## src/sv/qat_pkg.sv

```systemverilog
// ----------------------------------------------------------------------------
// qat_pkg: shared types and constants of the quoted argument tokenizer
// request structs for both channels, status codes and character codes
// ----------------------------------------------------------------------------
`default_nettype none

package qat_pkg;

  // status codes
  localparam logic [2:0] ST_OK        = 3'd0;
  localparam logic [2:0] ST_BAD_QUOTE = 3'd1;
  localparam logic [2:0] ST_UNCLOSED  = 3'd2;
  localparam logic [2:0] ST_ESCAPE    = 3'd3;
  localparam logic [2:0] ST_TOO_LONG  = 3'd4;
  localparam logic [2:0] ST_TOO_MANY  = 3'd5;

  // character codes
  localparam logic [7:0] CH_NUL       = 8'h00;
  localparam logic [7:0] CH_SPACE     = 8'h20;
  localparam logic [7:0] CH_TAB       = 8'h09;
  localparam logic [7:0] CH_NEWLINE   = 8'h0a;
  localparam logic [7:0] CH_SQUOTE    = 8'h27;
  localparam logic [7:0] CH_DQUOTE    = 8'h22;
  localparam logic [7:0] CH_BACKSLASH = 8'h5c;

  // input request: one character with its look-ahead
  typedef struct packed {
    logic [7:0] ch;
    logic [7:0] next_ch;
    logic       first;
  } qat_in_t;

  // result request
  typedef struct packed {
    logic [7:0] out_char;
    logic       has_char;
    logic       token_end;
    logic [3:0] token_number;
    logic [2:0] status;
    logic       string_end;
  } qat_out_t;

endpackage

`default_nettype wire

```

## src/sv/quoted_argument_tokenizer_core.sv

```systemverilog
// ----------------------------------------------------------------------------
// quoted_argument_tokenizer_core
// splits a character stream into shell-style argument tokens
// ----------------------------------------------------------------------------
// One character enters per cycle while in_stall is low and gives one result
// request; beyond that stall, the rate is limited only by the parser flag
// update, which sits in one combinational step from the state registers to a
// two-entry output buffer. Results are registered in the main entry, or in the
// skid entry while the main one is held. The input stalls only when both output buffer entries are full.
// Set first on the first character of each string; next_ch of zero marks
// the last character, which closes any open token.
`default_nettype none

module quoted_argument_tokenizer_core
  import qat_pkg::*;
#(
  parameter int MAX_TOKENS    = 16,
  parameter int MAX_TOKEN_LEN = 64
) (
  input  wire logic     clk,
  input  wire logic     rst_n,
  input  wire logic     in_valid,
  output logic          in_stall,
  input  wire qat_in_t  in_req,
  output logic          out_valid,
  input  wire logic     out_stall,
  output qat_out_t      out_req
);

  localparam int CNT_W = $clog2(MAX_TOKENS + 1);
  localparam int LEN_W = $clog2(MAX_TOKEN_LEN);
  localparam logic [CNT_W-1:0] CNT_MAX  = CNT_W'(MAX_TOKENS);
  localparam logic [CNT_W-1:0] NUM_TOP  = CNT_W'(MAX_TOKENS - 1);
  localparam logic [LEN_W-1:0] LEN_FULL = LEN_W'(MAX_TOKEN_LEN - 1);

  // parser state
  logic             inside_token_r, inside_token_nxt;
  logic             inside_quotes_r, inside_quotes_nxt;
  logic             escape_pending_r, escape_pending_nxt;
  logic [7:0]       opening_quote_r, opening_quote_nxt;
  logic [LEN_W-1:0] token_length_r, token_length_nxt;
  logic [CNT_W-1:0] token_count_r, token_count_nxt;

  // output buffer
  logic     main_valid_r, skid_valid_r;
  qat_out_t main_r, skid_r;
  qat_out_t res;

  logic in_acc, out_pop;

  assign in_stall  = skid_valid_r;
  assign in_acc    = in_valid && !skid_valid_r;
  assign out_valid = main_valid_r;
  assign out_req   = main_r;
  assign out_pop   = main_valid_r && !out_stall;

  // per-character parse
  always_comb begin
    logic             tok, quo, esc, lit, cls, emit, ended, last, blank, count_full;
    logic [7:0]       oq, c, nx;
    logic [LEN_W-1:0] len;
    logic [CNT_W-1:0] cnt, num_full;
    logic [2:0]       st;
    c     = in_req.ch;
    nx    = in_req.next_ch;
    last  = (nx == CH_NUL);
    tok   = in_req.first ? 1'b0 : inside_token_r;
    quo   = in_req.first ? 1'b0 : inside_quotes_r;
    esc   = in_req.first ? 1'b0 : escape_pending_r;
    oq    = in_req.first ? CH_NUL : opening_quote_r;
    len   = in_req.first ? '0 : token_length_r;
    cnt   = in_req.first ? '0 : token_count_r;
    st    = ST_OK;
    lit   = 1'b0;
    cls   = 1'b0;
    emit  = 1'b0;
    ended = 1'b0;
    blank = (c == CH_SPACE) || (c == CH_TAB) || (c == CH_NEWLINE);
    count_full = (cnt == CNT_MAX);

    // token number, held below the limit; clamped to at most 15 on output
    num_full = count_full ? NUM_TOP : cnt;

    // character class handling
    if (blank) begin
      if (esc) begin
        lit = 1'b1;
        esc = 1'b0;
      end else if (quo) begin
        lit = 1'b1;
      end else if (tok) begin
        cls = 1'b1;
      end
    end else if ((c == CH_SQUOTE) || (c == CH_DQUOTE)) begin
      if (esc) begin
        lit = 1'b1;
        esc = 1'b0;
      end else if (!tok) begin
        tok = 1'b1;
        quo = 1'b1;
        oq  = c;
      end else if (quo) begin
        if (c == oq) cls = 1'b1;
        else         lit = 1'b1;
      end else begin
        st = ST_BAD_QUOTE;
      end
    end else if (c == CH_BACKSLASH) begin
      if (quo && (nx != oq)) begin
        lit = 1'b1;
      end else if (esc) begin
        lit = 1'b1;
        esc = 1'b0;
      end else begin
        esc = 1'b1;
      end
    end else begin
      lit = 1'b1;
      esc = 1'b0;
    end

    // append a literal character
    if (lit) begin
      tok = 1'b1;
      if (count_full) begin
        st = ST_TOO_MANY;
      end else if (len >= LEN_FULL) begin
        st = ST_TOO_LONG;
      end else begin
        emit = 1'b1;
        len  = len + LEN_W'(1);
      end
    end

    // end of string closes an open token
    if (last && !cls && tok) begin
      if (st == ST_OK && quo)      st = ST_UNCLOSED;
      else if (st == ST_OK && esc) st = ST_ESCAPE;
      cls = 1'b1;
    end else if (last && st == ST_OK && esc) begin
      st = ST_ESCAPE;
    end

    // token end
    if (cls) begin
      if (count_full) begin
        if (st == ST_OK) st = ST_TOO_MANY;
      end else begin
        ended = 1'b1;
        cnt   = cnt + CNT_W'(1);
      end
      tok = 1'b0;
      quo = 1'b0;
      len = '0;
    end

    if (last) begin
      tok = 1'b0;
      quo = 1'b0;
      esc = 1'b0;
      len = '0;
    end

    inside_token_nxt   = tok;
    inside_quotes_nxt  = quo;
    escape_pending_nxt = esc;
    opening_quote_nxt  = oq;
    token_length_nxt   = len;
    token_count_nxt    = cnt;

    res.out_char     = emit ? c : CH_NUL;
    res.has_char     = emit;
    res.token_end    = ended;
    res.token_number = (32'(num_full) > 32'd15) ? 4'd15 : 4'(num_full);
    res.status       = st;
    res.string_end   = last;
  end

  // state registers
  always_ff @(posedge clk) begin
    if (!rst_n) begin
      inside_token_r   <= 1'b0;
      inside_quotes_r  <= 1'b0;
      escape_pending_r <= 1'b0;
      opening_quote_r  <= CH_NUL;
      token_length_r   <= '0;
      token_count_r    <= '0;
    end else if (in_acc) begin
      inside_token_r   <= inside_token_nxt;
      inside_quotes_r  <= inside_quotes_nxt;
      escape_pending_r <= escape_pending_nxt;
      opening_quote_r  <= opening_quote_nxt;
      token_length_r   <= token_length_nxt;
      token_count_r    <= token_count_nxt;
    end
  end

  // output buffer control
  always_ff @(posedge clk) begin
    if (!rst_n) begin
      main_valid_r <= 1'b0;
      skid_valid_r <= 1'b0;
    end else if (skid_valid_r) begin
      if (out_pop) skid_valid_r <= 1'b0;
    end else if (in_acc) begin
      if (main_valid_r && !out_pop) skid_valid_r <= 1'b1;
      else                          main_valid_r <= 1'b1;
    end else if (out_pop) begin
      main_valid_r <= 1'b0;
    end
  end

  // output buffer data
  always_ff @(posedge clk) begin
    if (skid_valid_r) begin
      if (out_pop) main_r <= skid_r;
    end else if (in_acc) begin
      if (main_valid_r && !out_pop) skid_r <= res;
      else                          main_r <= res;
    end
  end

endmodule

`default_nettype wire
```

## config.mk

```make
export PLATFORM = sky130hd
export DESIGN_NAME = quoted_argument_tokenizer_core
export DESIGN_NICKNAME = d
export VERILOG_FILES = /design/src/sv/qat_pkg.sv /design/src/sv/quoted_argument_tokenizer_core.sv
export SDC_FILE = /design/constraint.sdc
export NUM_CORES = 1
export LEC_CHECK = 0
export ABC_AREA = 1
export BUFFER_PORTS_ARGS = -buffer_cell sky130_fd_sc_hd__buf_4
export CAP_MARGIN = 20
export CELL_PAD_IN_SITES_DETAIL_PLACEMENT = 1
export CELL_PAD_IN_SITES_GLOBAL_PLACEMENT = 2
export CORE_UTILIZATION = 30
export CTS_BUF_LIST = sky130_fd_sc_hd__clkbuf_8 sky130_fd_sc_hd__clkbuf_16
export DETAILED_ROUTE_END_ITERATION = 16
export PLACE_DENSITY = 0.81
export SYNTH_ARGS = -nofsm -noshare
export SYNTH_HDL_FRONTEND = slang
export SYNTH_SLANG_ARGS = --single-unit
```

## constraint.sdc

```tcl
create_clock -name clk -period 2.5 [get_ports clk]
set_input_delay 0.375 -clock clk [delete_from_list [all_inputs] [get_ports clk]]
set_output_delay 0.375 -clock clk [all_outputs]
set_load 0.02 [all_outputs]
```

==> impl_metrics.tcl <==
set metrics [dict create \
    yosysMostFrequentCell "nand2_1" \
    async_flop_share 0 \
    timing.final.crit_share 1.04 \
    worstSetupStartpointType "register" \
    initial_utilization 0.314 \
    drive_gt1_frac 0.313 \
    vias 3173 \
    p_per_area_mw_per_mm2 484 \
    cp_max_fo 5 \
    overflow 0 \
    critPathRequiredTime_ps 2580 \
    synth_common_cells "nand2_1 (138), inv_1 (50), nor2_1 (43), edfxtp_1 (36), a21oi_1 (30)" \
    wl_microns 9690 \
    hold_depth 3 \
    cts.hold.buffers_added 0 \
    syn_inst 433 \
    worstHoldEndpoint "out_valid$_SDFFE_PN0P_" \
    insertion_delay_ps 340 \
    synth.yosys.seq_area_share 0.476 \
    syn-cell-area_sq_mm 0.00328 \
    synth_flop_cell "edfxtp_1" \
    io_buffers 40 \
    worst-path-buf-inv 1 \
    ys_seq_elements 60 \
    yosysWarnings 0 \
    clkSlewWorstSetupHoldPaths_ps 80 \
    grt_usage 0.185 \
    num_antenna_cells 0 \
    max_stage_delay_ps 360 \
    fmax_ghz 0.386 \
    path_cells "nand2_4, xnor2_2, a221oi_2, o2111ai_1, o41ai_2, ha_2, inv_2, nor2_4, a21oi_4, nand2_4, nand2_4, nand2_4, nand2_8, nand2_4, a21oi_2, nand2_1, nand2_1, nand2_1, nand2_1" \
    worstHoldStart "rst_n" \
    hold_path.class "input port to register" \
    clock_skew_ps 14.0 \
    rrSetupSlack_ps -90 \
    tightest_slew_ps 871 \
    ir_drop_mv 0.238 \
    ant_nets 0 \
    io_pins 41 \
    r2r-start "opening_quote_r[3]$_SDFFE_PN0P_" \
    nets 550 \
    p_leak_nw 2.02 \
    crit_arrival_ps 2670 \
    fin_setup_tns_ps -392 \
    area_growth_pct 38.5 \
    reg2reg_to "out_req[1]$_DFFE_PP_" \
    root_buffer "clkbuf_8" \
    antenna_found_initial 0 \
    gp_congestion 0.856 \
    drt_iter0_drc 72 \
    cp_slowest_cell "dfxtp_2" \
    min_period_ps 2590 \
    fp.dieArea_sq_mm 0.0114 \
    finalCoreUtilization 0.434 \
    critPathTopFamily "simple AND/OR/NAND/NOR gates" \
    crit_type "register to register" \
    maxCapViolCount 0 \
    grt_pass1_vias 3287 \
    wl_per_cell_microns 14.6 \
    dp_hpwl_microns 7290 \
    grt_pass1_wl_microns 16300 \
    die_y_microns 107 \
    status "finished, violations left" \
    core_sq_mm 0.0105 \
    cpMostUsedCell "nand2_4" \
    drt_pass1_iterations 4 \
    grt_max_degree 23 \
    netlist_top_cells_area "edfxtp_1 (33%), nand2_1 (16%), dfxtp_1 (15%), inv_1 (5.7%), nor2_1 (4.9%)" \
    drv_slew 0 \
    drc_errors 0 \
    setup_slack_ps -90.4 \
    netlist-cell-type-count 33 \
    synth_edf_count 36 \
    violations "setup timing" \
    relSlewSlack 0.418 \
    cts_max_path_buffers 2 \
    syn-num-nets 459 \
    hold_slack_ps 275 \
    fp.dieW_microns 107 \
    via_per_inst 4.78 \
    finalPower_mw 2.20 \
    rsz0062_at_grt "true" \
    syn_area_per_cell_sq_um 7.58 \
    synth_top_area_share 0.329 \
    cts_made_buffers 9 \
    clock_sinks 60 \
    end_kind "register" \
    num_rows 37 \
    htree_levels 3 \
    hold_viol 0 \
    setup_viol 9 \
    yosys.area.top_type "edfxtp_1" \
    worst-r2r-cell-count 19 \
    tritoncts "done" \
    pre_cts_slack_ps -584 \
]
flip-flops by register name (all words and copies together) (netlist names):
register and cells:
in_stall 1, token_length_r 6, inside_quotes_r 1, escape_pending_r 1
out_valid 1, opening_quote_r 8, token_count_r 5, skid_r 18
inside_token_r 1, out_req 18
cells in the final DEF (no fill, tap or decap), drive strengths merged:
cell      instances
nand2           148
buf              91
inv              54
nor2             46
edfxtp           36
a21oi            32
nand3            25
dfxtp            24
o21ai            16
clkbuf           11
nand4             6
nor3              5
ha                5
xor2              4
a31oi             4
o211ai            3
clkinvlp          3
clkinv            3
o22ai             2
nor4              2
o21a              2
xnor2             2
o221ai            1
a221oi            1
o2111ai           1
o41ai             1
tightest hold or removal path, stage by stage:
cell,delay [ps]
buf_4,110
nand2_1,50
inv_1,40
worst max path at each step:
stage	start	to	slack, ps	cells after the start
finish	opening_quote_r[3]$_SDFFE_PN0P_	out_req[1]$_DFFE_PP_	-90	19
global route	opening_quote_r[3]$_SDFFE_PN0P_	out_req[3]$_DFFE_PP_	-290	16
CTS	opening_quote_r[3]$_SDFFE_PN0P_	out_req[3]$_DFFE_PP_	-90	19
detailed placement	in_req[0]	out_req[3]$_DFFE_PP_	-580	21
global placement	in_req[0]	out_req[1]$_DFFE_PP_	-430	21
floorplan	in_req[0]	out_req[1]$_DFFE_PP_	-40	20
per-layer routing:
| layer | track usage | share of wire | up-vias |
|---|---|---|---|
| li1 | - | - | 1592 |
| met1 | 0.250 | 0.49 | 1522 |
| met2 | 0.304 | 0.47 | 47 |
| met3 | 0.0237 | 0.025 | 12 |
| met4 | 0.0636 | 0.018 | 0 |
| met5 | 0 | 0 | - |
per-stage QoR:
step	area [sq um]	cells
after floorplan	3310	433
after global placement	4100	644
after detailed placement	4100	644
after CTS	4390	662
after global routing	4540	664
final	4540	664
area by class of cell:
| cell class | count | area, sq um |
|---|---|---|
| fillers | 1316 | 5920 |
| flip-flops and latches | 60 | 1560 |
| repair inverters | 1 | 7.51 |
| multi-input cells | 306 | 1670 |
| clock inverters | 4 | 25.0 |
| clock buffers | 11 | 151 |
| inverters | 55 | 226 |
| well taps | 136 | 170 |
| repair buffers | 91 | 732 |
cells by family (layout without fill, tap and decap cells):
logic type	after synthesis	after routing	share of synthesized area
xor+xnor	6	6	0.0160
buf+inv	67	162	0.0797
flops	60	60	0.476
compound gates	63	63	0.109
simple gates	232	232	0.300
fa+ha+maj	5	5	0.0191
what timing repair did:
item | CTS | global route
resized for setup | 24 | 33
setup buffers | 2 | 2
gates cloned | 1 | 0
pin swaps | 11 | 15
setup endpoints to repair | 38 | 33
power by group:
group,internal [mW],switching [mW],total [mW]
clock,0.405,0.412,0.817
combinational,0.111,0.176,0.288
sequential,1.08,0.0115,1.10
Power figures use the tool's default switching activity.
